[config.mk]
export PLATFORM = sky130hd
export DESIGN_NAME = date_validate_and_difference
export DESIGN_NICKNAME = d
export VERILOG_FILES = /design/src/rtl/dvd_pkg.sv /design/src/rtl/date_validate_and_difference.sv
export SDC_FILE = /design/constraint.sdc
export NUM_CORES = 2
export LEC_CHECK = 0
export BUFFER_PORTS_ARGS = -buffer_cell sky130_fd_sc_hd__buf_4
export CORE_AREA = 4 4 252 254
export CTS_CLUSTER_DIAMETER = 80
export DETAILED_ROUTE_END_ITERATION = 8
export DIE_AREA = 0 0 256 258
export PLACE_DENSITY = 0.66
export SLEW_MARGIN = 0
export SYNTH_ARGS = -nofsm -noshare
export SYNTH_HDL_FRONTEND = slang
export SYNTH_SLANG_ARGS = --single-unit
[constraint.sdc]
create_clock -name clk -period 22.7 [get_ports clk]
set_input_delay 4.54 -clock clk [delete_from_list [all_inputs] [get_ports clk]]
set_output_delay 4.54 -clock clk [all_outputs]
set_load 0.02 [all_outputs]
[src/rtl/dvd_pkg.sv]
// Shared types, constants and calendar functions for the date difference block.
package dvd_pkg;

  localparam int unsigned DAY_W   = 5;
  localparam int unsigned MONTH_W = 4;
  localparam int unsigned YEAR_W  = 14;
  localparam int unsigned DNUM_W  = 23;   // day number since 0001-01-01
  localparam int unsigned DIFF_W  = 23;
  localparam int unsigned IN_W    = 48;
  localparam int unsigned OUT_W   = 32;

  localparam logic [YEAR_W-1:0]  MAX_YEAR       = YEAR_W'(9999);
  localparam logic [YEAR_W-1:0]  CUTOVER_YEAR   = YEAR_W'(1916);
  localparam logic [MONTH_W-1:0] CUTOVER_MONTH  = MONTH_W'(4);
  localparam logic [DAY_W-1:0]   CUTOVER_DAY    = DAY_W'(14);
  localparam logic [DNUM_W-1:0]  SKIPPED_DAYS   = DNUM_W'(13);
  localparam logic [MONTH_W-1:0] FEBRUARY       = MONTH_W'(2);
  localparam logic [MONTH_W-1:0] DECEMBER       = MONTH_W'(12);
  // Julian leaps through 1916 minus Gregorian count through 1916: 479 - 464
  localparam logic [11:0]        LEAP_OFFSET    = 12'd15;
  // floor(q / 25) = (q * 5243) >> 17, exact for q below 4096
  localparam logic [12:0]        RECIP_25       = 13'd5243;
  localparam int unsigned        RECIP_SHIFT    = 17;

  typedef enum logic [1:0] {
    ORD_EQUAL   = 2'd0,
    ORD_EARLIER = 2'd1,
    ORD_LATER   = 2'd2
  } ordering_t;

  typedef struct packed {
    logic [YEAR_W-1:0]  year;
    logic [MONTH_W-1:0] month;
    logic [DAY_W-1:0]   day;
  } date_t;

  // floor(y / 100): y / 4 then / 25
  function automatic logic [7:0] div100(input logic [YEAR_W-1:0] y);
    logic [24:0] prod;
    prod = 25'(y[YEAR_W-1:2]) * 25'(RECIP_25);
    return prod[RECIP_SHIFT +: 8];
  endfunction

  function automatic logic leap_year(input logic [YEAR_W-1:0] y);
    logic [7:0]  q100;
    logic [11:0] back;
    logic        by4;
    logic        by100;
    logic        by400;
    q100  = div100(y);
    back  = 12'(q100) * 12'd25;
    by4   = (y[1:0] == 2'b00);
    by100 = by4 && (back == y[YEAR_W-1:2]);
    by400 = by100 && (q100[1:0] == 2'b00);
    if (y <= CUTOVER_YEAR) begin
      return by4;
    end
    return (by4 && !by100) || by400;
  endfunction

  function automatic logic [DAY_W-1:0] month_len(input logic [MONTH_W-1:0] m);
    case (m)
      4'd1, 4'd3, 4'd5, 4'd7, 4'd8, 4'd10, 4'd12: return DAY_W'(31);
      4'd4, 4'd6, 4'd9, 4'd11:                   return DAY_W'(30);
      4'd2:                                      return DAY_W'(28);
      default:                                   return DAY_W'(0);
    endcase
  endfunction

  // days before the first of month m in a common year
  function automatic logic [8:0] month_start(input logic [MONTH_W-1:0] m);
    case (m)
      4'd1:    return 9'd0;
      4'd2:    return 9'd31;
      4'd3:    return 9'd59;
      4'd4:    return 9'd90;
      4'd5:    return 9'd120;
      4'd6:    return 9'd151;
      4'd7:    return 9'd181;
      4'd8:    return 9'd212;
      4'd9:    return 9'd243;
      4'd10:   return 9'd273;
      4'd11:   return 9'd304;
      4'd12:   return 9'd334;
      default: return 9'd0;
    endcase
  endfunction

  // leap years in 1..n under the mixed calendar
  function automatic logic [11:0] leaps_through(input logic [YEAR_W-1:0] n);
    logic [7:0] q100;
    q100 = div100(n);
    if (n <= CUTOVER_YEAR) begin
      return 12'(n[YEAR_W-1:2]);
    end
    return 12'(n[YEAR_W-1:2]) - 12'(q100) + 12'(q100[7:2]) + LEAP_OFFSET;
  endfunction

  function automatic logic date_valid(input date_t dt);
    logic [DAY_W-1:0] len;
    logic             ok;
    len = month_len(dt.month);
    if (dt.month == FEBRUARY && leap_year(dt.year)) begin
      len = DAY_W'(29);
    end
    ok = (dt.month != '0) && (dt.month <= DECEMBER) && (dt.year != '0) &&
         (dt.year <= MAX_YEAR) && (dt.day != '0) && (dt.day <= len);
    if (dt.year == CUTOVER_YEAR && dt.month == CUTOVER_MONTH && dt.day < CUTOVER_DAY) begin
      ok = 1'b0;
    end
    return ok;
  endfunction

  // day number of a valid date; garbage for an invalid one
  function automatic logic [DNUM_W-1:0] day_number(input date_t dt);
    logic [YEAR_W-1:0] ym1;
    logic [DNUM_W-1:0] n;
    logic              after_cut;
    ym1 = dt.year - YEAR_W'(1);
    n   = DNUM_W'(ym1) * DNUM_W'(365) + DNUM_W'(leaps_through(ym1)) +
          DNUM_W'(month_start(dt.month)) + DNUM_W'(dt.day) - DNUM_W'(1);
    if (dt.month > FEBRUARY && leap_year(dt.year)) begin
      n = n + DNUM_W'(1);
    end
    after_cut = (dt.year > CUTOVER_YEAR) ||
                (dt.year == CUTOVER_YEAR && dt.month > CUTOVER_MONTH) ||
                (dt.year == CUTOVER_YEAR && dt.month == CUTOVER_MONTH &&
                 dt.day >= CUTOVER_DAY);
    if (after_cut) begin
      n = n - SKIPPED_DAYS;
    end
    return n;
  endfunction

endpackage

[src/rtl/date_validate_and_difference.sv]
// Top level: validates two dates and returns their day difference and ordering.
// Structure: two register stages; a pair passes the input register, then the result register, where out_tvalid rises.
// Throughput: one date pair per cycle; while a result stalls, the input register takes
// one more pair and then in_tready drops.
// Reset: rst_n is synchronous, active low, and clears both stage valid flags;
// data registers are not reset.
module date_validate_and_difference (
  input  logic                        clk,
  input  logic                        rst_n,
  input  logic                        in_tvalid,
  output logic                        in_tready,
  // day_a[4:0], month_a[8:5], year_a[22:9], day_b[27:23], month_b[31:28],
  // year_b[45:32], zero fill [47:46]
  input  logic [dvd_pkg::IN_W-1:0]    in_tdata,
  output logic                        out_tvalid,
  input  logic                        out_tready,
  // valid_a[0], valid_b[1], day_difference[24:2] (signed), ordering[26:25],
  // zero fill [31:27]
  output logic [dvd_pkg::OUT_W-1:0]   out_tdata
);

  // Stage 1: registered input pair
  logic                s1_valid_r;
  dvd_pkg::date_t      a_r, b_r;
  logic                s1_adv;

  // Stage 2: registered result
  logic                out_valid_r;
  logic                va_r, vb_r;
  logic [dvd_pkg::DIFF_W-1:0] diff_r;
  dvd_pkg::ordering_t  ord_r;

  logic                va_nxt, vb_nxt;
  logic [dvd_pkg::DIFF_W-1:0] diff_nxt;
  dvd_pkg::ordering_t  ord_nxt;
  logic [dvd_pkg::DNUM_W-1:0] dn_a, dn_b;
  logic signed [dvd_pkg::DIFF_W:0] wide_diff;

  // result register frees when empty or being drained
  assign s1_adv    = !out_valid_r || out_tready;
  assign in_tready = !s1_valid_r || s1_adv;

  always_ff @(posedge clk) begin
    if (!rst_n) begin
      s1_valid_r <= 1'b0;
    end else if (in_tready) begin
      s1_valid_r <= in_tvalid;
    end
  end

  always_ff @(posedge clk) begin
    if (in_tready && in_tvalid) begin
      a_r.day   <= in_tdata[4:0];
      a_r.month <= in_tdata[8:5];
      a_r.year  <= in_tdata[22:9];
      b_r.day   <= in_tdata[27:23];
      b_r.month <= in_tdata[31:28];
      b_r.year  <= in_tdata[45:32];
    end
  end

  // Closed-form day numbers; difference only counts when both dates exist.
  always_comb begin
    va_nxt    = dvd_pkg::date_valid(a_r);
    vb_nxt    = dvd_pkg::date_valid(b_r);
    dn_a      = dvd_pkg::day_number(a_r);
    dn_b      = dvd_pkg::day_number(b_r);
    wide_diff = $signed({1'b0, dn_a}) - $signed({1'b0, dn_b});
    if (!(va_nxt && vb_nxt)) begin
      diff_nxt = '0;
    end else if (wide_diff > $signed({2'b00, {(dvd_pkg::DIFF_W-1){1'b1}}})) begin
      diff_nxt = {1'b0, {(dvd_pkg::DIFF_W-1){1'b1}}};       // saturate high
    end else if (wide_diff < $signed({2'b11, {(dvd_pkg::DIFF_W-1){1'b0}}})) begin
      diff_nxt = {1'b1, {(dvd_pkg::DIFF_W-1){1'b0}}};       // saturate low
    end else begin
      diff_nxt = wide_diff[dvd_pkg::DIFF_W-1:0];
    end
  end

  // Field-wise ordering on the raw fields: year, then month, then day.
  always_comb begin
    if (a_r.year != b_r.year) begin
      ord_nxt = (a_r.year < b_r.year) ? dvd_pkg::ORD_EARLIER : dvd_pkg::ORD_LATER;
    end else if (a_r.month != b_r.month) begin
      ord_nxt = (a_r.month < b_r.month) ? dvd_pkg::ORD_EARLIER : dvd_pkg::ORD_LATER;
    end else if (a_r.day != b_r.day) begin
      ord_nxt = (a_r.day < b_r.day) ? dvd_pkg::ORD_EARLIER : dvd_pkg::ORD_LATER;
    end else begin
      ord_nxt = dvd_pkg::ORD_EQUAL;
    end
  end

  always_ff @(posedge clk) begin
    if (!rst_n) begin
      out_valid_r <= 1'b0;
    end else if (s1_adv) begin
      out_valid_r <= s1_valid_r;
    end
  end

  always_ff @(posedge clk) begin
    if (s1_adv && s1_valid_r) begin
      va_r   <= va_nxt;
      vb_r   <= vb_nxt;
      diff_r <= diff_nxt;
      ord_r  <= ord_nxt;
    end
  end

  assign out_tvalid = out_valid_r;
  assign out_tdata  = {5'b00000, ord_r, diff_r, vb_r, va_r};

endmodule
# After elaboration in Yosys (flattened, before gate mapping)
# Memories as Yosys holds them, arrays and structs flattened. A register that Yosys moved wholly into a read port is not among the register bits.
# Cells that the tools add are included.
[op_classes] add_sub_neg=21 multipliers=8 n_lt_le_gt_ge=25 n_eq_ne=11 mux=32 n_bitwise=1 reduce_logical=54
[op_table] cell="23-bit 2-to-1 mux" n=5
[op_table] cell="12-bit by 13-bit multiplier with 25-bit output (second input constant)" n=4
[op_table] cell="14-bit by 11-bit <= comparator with 1-bit output (second input constant)" n=4
[op_table] cell="12-bit 2-to-1 mux" n=4
[op_table] cell="23-bit by 1-bit adder with 23-bit output (second input constant)" n=2
[op_table] cell="23-bit by 12-bit adder with 23-bit output" n=2
[op_table] cell="23-bit by 5-bit adder with 23-bit output" n=2
[op_table] cell="23-bit by 9-bit adder with 23-bit output" n=2
[op_table] cell="14-bit by 9-bit multiplier with 23-bit output (second input constant)" n=2
[op_table] cell="23-bit by 1-bit subtractor with 23-bit output (second input constant)" n=2
[op_table] cell="23-bit by 4-bit subtractor with 23-bit output (second input constant)" n=2
[op_table] cell="1-bit logical AND" n=31
[op_table] cell="14-bit by 11-bit == test with 1-bit output (second input constant)" n=2
[op_table] cell="14-bit by 11-bit > comparator with 1-bit output (second input constant)" n=2
[op_table] cell="14-bit <= comparator (second input constant)" n=2
[op_table] cell="14-bit nonzero test" n=2
[op_table] cell="14-bit by 1-bit subtractor with 14-bit output (second input constant)" n=2
[op_table] cell="12-bit by 4-bit adder with 12-bit output (second input constant)" n=2
[op_table] cell="12-bit by 6-bit adder with 12-bit output" n=2
[op_table] cell="12-bit == test" n=2
[op_table] cell="24-bit by 23-bit > comparator with 1-bit output (second input constant)" n=1
[op_table] cell="24-bit by 23-bit less-than comparator with 1-bit output (second input constant)" n=1
[op_table] cell="8-bit by 5-bit multiplier with 12-bit output (second input constant)" n=2
[op_table] cell="12-bit by 8-bit subtractor with 12-bit output" n=2
[op_table] cell="27 further kinds" n=68
[word_totals] regBits=75 mem_bits_ro=448 input_bits=52 out_inout_bits=34 wordCells=169 n_memories=4
[memory_table] name="(name not given)" words=16 width=9 read_ports=1 rd_clocked_by_memory_dff=1 wr=0 line="dvd_pkg.sv:72" text="case (m)"
[memory_table] name="(name not given)" words=16 width=9 read_ports=1 rd_clocked_by_memory_dff=1 wr=0 line="dvd_pkg.sv:72"
[memory_table] name="(name not given)" words=16 width=5 read_ports=1 rd_clocked_by_memory_dff=1 wr=0 line="dvd_pkg.sv:62" text="case (m)"
[memory_table] name="(name not given)" words=16 width=5 read_ports=1 rd_clocked_by_memory_dff=1 wr=0 line="dvd_pkg.sv:62"

# Logic depth before layout (Yosys ltp)
[depth] word_depth=18 mapped_depth=80 depth_no_buf=79

# Worst setup path after synthesis
# Ideal clock, no wire load.
[synth_timing] path_type="register to register" startpoint="register b_r[9] in the netlist's numbering" endpoint="register diff_r[10] in the netlist's numbering, data pin" setup_ps=130 arrival_ps=16679 required_ps=22570 setup_slack_ps=5891 stages_incl_launch_ff=74 path_buffers=4 synth_period_minus_slack_ps=16809 path_cell_list="edfxtp_1 > clkbuf_1 > inv_1 > ha_1 > o21ai_0 > nand2b_1 > nand2_1 > nand2_1 > nand2_1 > nand2_1 > xnor2_1 > inv_1 > fa_1 > inv_1 > fa_1 > inv_1 > fa_1 > inv_1 > [... 38 more ...] > nand3b_2 > or3_1 > or4_1 > buf_2 > or3_1 > a21oi_2 > nand2_1 > mux2i_1 > xnor2_1 > ha_1 > nand3_1 > or2_2 > o21ai_0 > nand2_1 > a2bb2oi_1 > nor2_1 > clkbuf_1 > a21o_1"
[synth_via] elab_chain_cells=18 elab_cells_between_ends=53 cone_classes="add/sub: 11; mul: 2; order compare: 7; eq/ne: 1; mux: 12; reduce/logical: 20"
[synth_rtl] item="start: declaration" line="date_validate_and_difference.sv:24" text="dvd_pkg::date_t a_r, b_r;"
[synth_rtl] item="14-bit by 1-bit subtractor with 14-bit output" line="dvd_pkg.sv:119" text="ym1 = dt.year - YEAR_W'(1);"
[synth_rtl] item="12-bit by 13-bit multiplier with 25-bit output" line="dvd_pkg.sv:40" text="prod = 25'(y[YEAR_W-1:2]) * 25'(RECIP_25);"
[synth_rtl] item="12-bit by 8-bit subtractor with 12-bit output" line="dvd_pkg.sv:96" text="return 12'(n[YEAR_W-1:2]) - 12'(q100) + 12'(q100[7:2]) + LEAP_OFFSET;"
[synth_rtl] item="12-bit by 6-bit adder with 12-bit output" line="dvd_pkg.sv:96"
[synth_rtl] item="12-bit by 4-bit adder with 12-bit output" line="dvd_pkg.sv:96"
[synth_rtl] item="12-bit 2-to-1 mux" line="dvd_pkg.sv:96"
[synth_rtl] item="23-bit by 12-bit adder with 23-bit output" line="dvd_pkg.sv:120" text="n = DNUM_W'(ym1) * DNUM_W'(365) + DNUM_W'(leaps_through(ym1)) +"
[synth_rtl] item="23-bit by 9-bit adder with 23-bit output" line="dvd_pkg.sv:120"
[synth_rtl] item="[... 2 more ...]"
[synth_rtl] item="23-bit by 1-bit adder with 23-bit output" line="dvd_pkg.sv:123" text="n = n + DNUM_W'(1);"
[synth_rtl] item="23-bit 2-to-1 mux" line="dvd_pkg.sv:122" text="if (dt.month > FEBRUARY && leap_year(dt.year)) begin"
[synth_rtl] item="23-bit by 4-bit subtractor with 23-bit output" line="dvd_pkg.sv:130" text="n = n - SKIPPED_DAYS;"
[synth_rtl] item="23-bit 2-to-1 mux" line="dvd_pkg.sv:129" text="if (after_cut) begin"
[synth_rtl] item="23-bit by 23-bit subtractor with 24-bit output" line="date_validate_and_difference.sv:68" text="wide_diff = $signed({1'b0, dn_a}) - $signed({1'b0, dn_b});"
[synth_rtl] item="24-bit by 23-bit less-than comparator with 1-bit output" line="date_validate_and_difference.sv:73" text="end else if (wide_diff < $signed({2'b11, {(dvd_pkg::DIFF_W-1){1'b0}}})) begin"
[synth_rtl] item="23-bit 2-to-1 mux" line="date_validate_and_difference.sv:73"
[synth_rtl] item="22-bit 2-to-1 mux" line="date_validate_and_difference.sv:71" text="end else if (wide_diff > $signed({2'b00, {(dvd_pkg::DIFF_W-1){1'b1}}})) begin"
[synth_rtl] item="end signal: assignment" line="date_validate_and_difference.sv:105" text="diff_r <= diff_nxt;"
[synth_rtl] item="end: declaration" line="date_validate_and_difference.sv:30" text="logic [dvd_pkg::DIFF_W-1:0] diff_r;"
# Parallel ways exist; a longest one is shown, timed or not. The select of a mux whose other input is x is not followed.
# A chain may end at the register's enable or synchronous reset.

# Worst setup path in the final report
[layout_timing] startpoint="register b_r[9] in the netlist's numbering" endpoint="register diff_r[21] in the netlist's numbering, data pin"
# Same word-level chain as after synthesis.

==> impl_metrics.prom <==
# TYPE chip_impl_metric gauge
chip_impl_metric{name="final_core_utilization",unit=""} 0.5265
chip_impl_metric{name="dp_hpwl",unit="um"} 60400
chip_impl_metric{name="fillerInstances",unit=""} 5700
chip_impl_metric{name="yosysUniqueCellTypes",unit=""} 87
chip_impl_metric{name="antenna_found_initial",unit=""} 0
chip_impl_metric{name="num_vias",unit=""} 22229
chip_impl_metric{name="cts_post_setup_buffers_inserted",unit=""} 0
chip_impl_metric{name="synthCells",unit=""} 3302
chip_impl_info{name="final_cell_mix",value="sky130_fd_sc_hd__inv_1 (705), sky130_fd_sc_hd__ha_1 (663), sky130_fd_sc_hd__fa_1 (365)"} 1
chip_impl_metric{name="rows",unit=""} 91
chip_impl_metric{name="die_w",unit="um"} 256
chip_impl_metric{name="groute.usage.overall",unit=""} 0.2152
chip_impl_metric{name="achievable_clock_frequency",unit="MHz"} 52.59
chip_impl_metric{name="worst_setup_hold_path_clk_slew",unit="ns"} 0.08
chip_impl_metric{name="place.port_buffers",unit=""} 78
chip_impl_metric{name="floorplan.initialDensity",unit=""} 0.4940
chip_impl_metric{name="clock_tree.htree_level_count",unit=""} 3
chip_impl_metric{name="ys_async_sr_fraction",unit=""} 0
chip_impl_metric{name="synth.yosys.warnings",unit=""} 0
chip_impl_info{name="layout.cells.most_common",value="sky130_fd_sc_hd__inv_1"} 1
chip_impl_info{name="postSynth.topFlopCell",value="sky130_fd_sc_hd__edfxtp_1"} 1
chip_impl_metric{name="globalRouteOverflowTotal",unit=""} 0
chip_impl_metric{name="routed_wire_length_per_instance",unit="um"} 16.69
chip_impl_metric{name="grt_start_max_net_pins",unit=""} 56
chip_impl_metric{name="final-max-slew-violation-count",unit=""} 0
chip_impl_metric{name="postSynthAreaPerCell",unit="um2"} 9.165
chip_impl_info{name="critPathCaptureType",value="register"} 1
chip_impl_metric{name="worstSkewPairLatency",unit="ns"} 0.39
chip_impl_metric{name="critical_path.max_stage_delay",unit="ns"} 0.72
chip_impl_info{name="ctsRootBufferMaster",value="sky130_fd_sc_hd__clkbuf_16"} 1
chip_impl_metric{name="post_cts.resized_instances",unit=""} 0
chip_impl_metric{name="ant_nets",unit=""} 0
chip_impl_metric{name="place.gp.congestion",unit=""} 0.8872
chip_impl_metric{name="clock_sink_count",unit=""} 99
chip_impl_info{name="rsz0062_at_grt",value="no"} 1
chip_impl_metric{name="final.setup.tns",unit="ns"} 0
chip_impl_metric{name="worst_pin_slew",unit="ns"} 1.031
chip_impl_metric{name="io-pin-count",unit=""} 86
chip_impl_metric{name="post_cts_hold_buffer_count",unit=""} 0
chip_impl_metric{name="post_synthesis_register_bit_count",unit=""} 99
chip_impl_info{name="synth.area.top_cells",value="sky130_fd_sc_hd__ha_1 (27%), sky130_fd_sc_hd__fa_1 (24%), sky130_fd_sc_hd__inv_1 (8.7%), sky130_fd_sc_hd__edfxtp_1 (7.2%), sky130_fd_sc_hd__xnor2_1 (5.2%)"} 1
chip_impl_metric{name="drcViolationCount",unit=""} 0
chip_impl_metric{name="number_of_flops_mapped_to_enable_cells_by_yosys",unit=""} 73
chip_impl_metric{name="final_net_count",unit=""} 4465
chip_impl_metric{name="core",unit="um2"} 61260
chip_impl_metric{name="synth.yosys.seq_area_share",unit=""} 0.08964
chip_impl_metric{name="final_hold_viol_count",unit=""} 0
chip_impl_info{name="library_cell_contributing_the_largest_single_delay_on_the_critical_path",value="sky130_fd_sc_hd__edfxtp_1"} 1
chip_impl_metric{name="timing.critical_path.required",unit="ns"} 22.83
chip_impl_metric{name="crit_path_dat",unit="ns"} 19.15
chip_impl_metric{name="number_of_global_route_vias_before_repair",unit=""} 22508
chip_impl_info{name="min-delay-path-class",value="reg -> reg"} 1
chip_impl_metric{name="dieHeight",unit="um"} 258
chip_impl_metric{name="worst_slew_margin_rel",unit=""} 0.2932
chip_impl_metric{name="grt_pass1_wl",unit="um"} 116000
chip_impl_info{name="status",value="finished clean"} 1
chip_impl_info{name="cell_taking_the_most_area_after_synthesis",value="sky130_fd_sc_hd__ha_1"} 1
chip_impl_metric{name="drt-initial-drc-count",unit=""} 1191
chip_impl_metric{name="timing.final.crit_share",unit=""} 0.8377
chip_impl_metric{name="layout-drive-gt1-share",unit=""} 0.05251
chip_impl_info{name="cts_tree",value="yes"} 1
chip_impl_metric{name="hold_ws",unit="ns"} 0.5325
chip_impl_metric{name="antenna-diode-count",unit=""} 0
chip_impl_metric{name="final_period_minus_worst_setup_slack",unit="ns"} 19.02
chip_impl_metric{name="timing.max_cap.violations",unit=""} 0
chip_impl_metric{name="cp_max_fo",unit=""} 19
chip_impl_metric{name="mappedNetlistArea",unit="um2"} 30260
chip_impl_metric{name="postRouteWirelength",unit="um"} 69770
chip_impl_metric{name="drtPass1Iterations",unit=""} 6
chip_impl_metric{name="finalSetupViolCount",unit=""} 0
chip_impl_metric{name="clockBufferDepth",unit=""} 2
chip_impl_metric{name="tritoncts.num_buffers",unit=""} 9
chip_impl_metric{name="syn_to_final_growth",unit="%"} 6.582
chip_impl_info{name="path_common_cell",value="sky130_fd_sc_hd__inv_1"} 1
chip_impl_info{name="critical_path.startpoint_type",value="register"} 1
chip_impl_metric{name="drt-vias-per-instance",unit=""} 5.318
chip_impl_metric{name="synth.top_cell.area_share",unit=""} 0.2741
chip_impl_metric{name="final.setup_skew",unit="ns"} 0.01482
chip_impl_info{name="timing_worst_setup_path_type",value="reg -> reg"} 1
chip_impl_metric{name="die-area",unit="um2"} 66050
final timing paths:
kind | start | end | slack (ns) | depth (start not counted)
worst min-delay path | s1_valid_r | out_tvalid | 0.53 | 1
worst max register to register | b_r[9] | diff_r[21] | 3.68 | 68
worst max-delay path | b_r[9] | diff_r[21] | 3.68 | 68
worst min register to register | s1_valid_r | out_tvalid | 0.53 | 1
per-stage QoR:
step	std cells	instance area (um2)	setup WS (ns)
final	4180	32250	3.685
after global routing	4180	32250	2.184
after CTS	4180	32250	3.721
after detailed placement	4164	31940	3.799
after global placement	4164	31940	3.822
after floorplan	3306	30280	5.891
area by class of cell:
type | instances | area (um2) | area share
repair buffers | 110 | 825.8 | 0.02560
multi-input cells | 2459 | 24770 | 0.7678
flip-flops and latches | 99 | 2713 | 0.08410
inverters | 706 | 2650 | 0.08216
clock inverters | 6 | 61.31 | 0.001901
well taps | 790 | 988.4 | 0.03065
clock buffers | 10 | 250.2 | 0.007759
critical path, delay by kind of cell, from the launching register on:
kind                       cells  cell delay (ns)
AOI/OAI and AO/OA             25             5.77
buffers and inverters         10             1.14
and+or+nand+nor               11             2.52
xor gates and xnor gates       5             1.50
adders and majority gates     16             6.70
muxes                          1             0.38
DFF                            1             0.72
cell usage after synthesis, types with 7 or more instances:
master	instances
sky130_fd_sc_hd__inv_1	705
sky130_fd_sc_hd__ha_1	663
sky130_fd_sc_hd__fa_1	365
sky130_fd_sc_hd__xnor2_1	180
sky130_fd_sc_hd__nor2_1	160
sky130_fd_sc_hd__nand2_1	150
sky130_fd_sc_hd__a21oi_1	144
sky130_fd_sc_hd__o21ai_0	80
sky130_fd_sc_hd__xor2_1	78
sky130_fd_sc_hd__edfxtp_1	73
sky130_fd_sc_hd__nand3_1	58
sky130_fd_sc_hd__nor3_1	54
sky130_fd_sc_hd__a21o_1	51
sky130_fd_sc_hd__o21a_1	34
sky130_fd_sc_hd__clkbuf_1	27
sky130_fd_sc_hd__dfxtp_1	26
sky130_fd_sc_hd__nand2b_1	26
sky130_fd_sc_hd__nand4_1	26
sky130_fd_sc_hd__nor2b_1	26
sky130_fd_sc_hd__a31oi_1	24
sky130_fd_sc_hd__nor4_1	24
sky130_fd_sc_hd__o21bai_1	24
sky130_fd_sc_hd__and3_1	22
sky130_fd_sc_hd__o211ai_1	21
sky130_fd_sc_hd__or3_1	20
sky130_fd_sc_hd__a211oi_1	18
sky130_fd_sc_hd__and2_1	17
sky130_fd_sc_hd__mux2i_1	16
sky130_fd_sc_hd__o31ai_1	11
sky130_fd_sc_hd__a211o_1	8
sky130_fd_sc_hd__mux2_2	8
sky130_fd_sc_hd__o22ai_1	8
sky130_fd_sc_hd__or2_2	8
sky130_fd_sc_hd__and4_1	7
sky130_fd_sc_hd__buf_2	7
sky130_fd_sc_hd__buf_4	7
sky130_fd_sc_hd__o21ai_1	7
sky130_fd_sc_hd__or4_1	7
kinds of logic (layout without fill, tap and decap cells):
family	after synthesis	after routing	synth area share
other cells	1	5	0.0001239
simple gates	654	654	0.1110
flops	99	99	0.08964
fa+ha+maj	1028	1028	0.5156
mux	24	24	0.008269
compound gates	487	487	0.1045
buf+inv	748	832	0.09394
xor+xnor	261	261	0.07690
per-layer routing:
layer	global-route usage	share of wire
met1	0.3077	0.48
met2	0.3552	0.46
met3	0.02756	0.047
met4	0.03977	0.019
met5	0	0
Power is not shown: default switching activity piles up to over one toggle a cycle in this logic, so the estimate is an artifact.
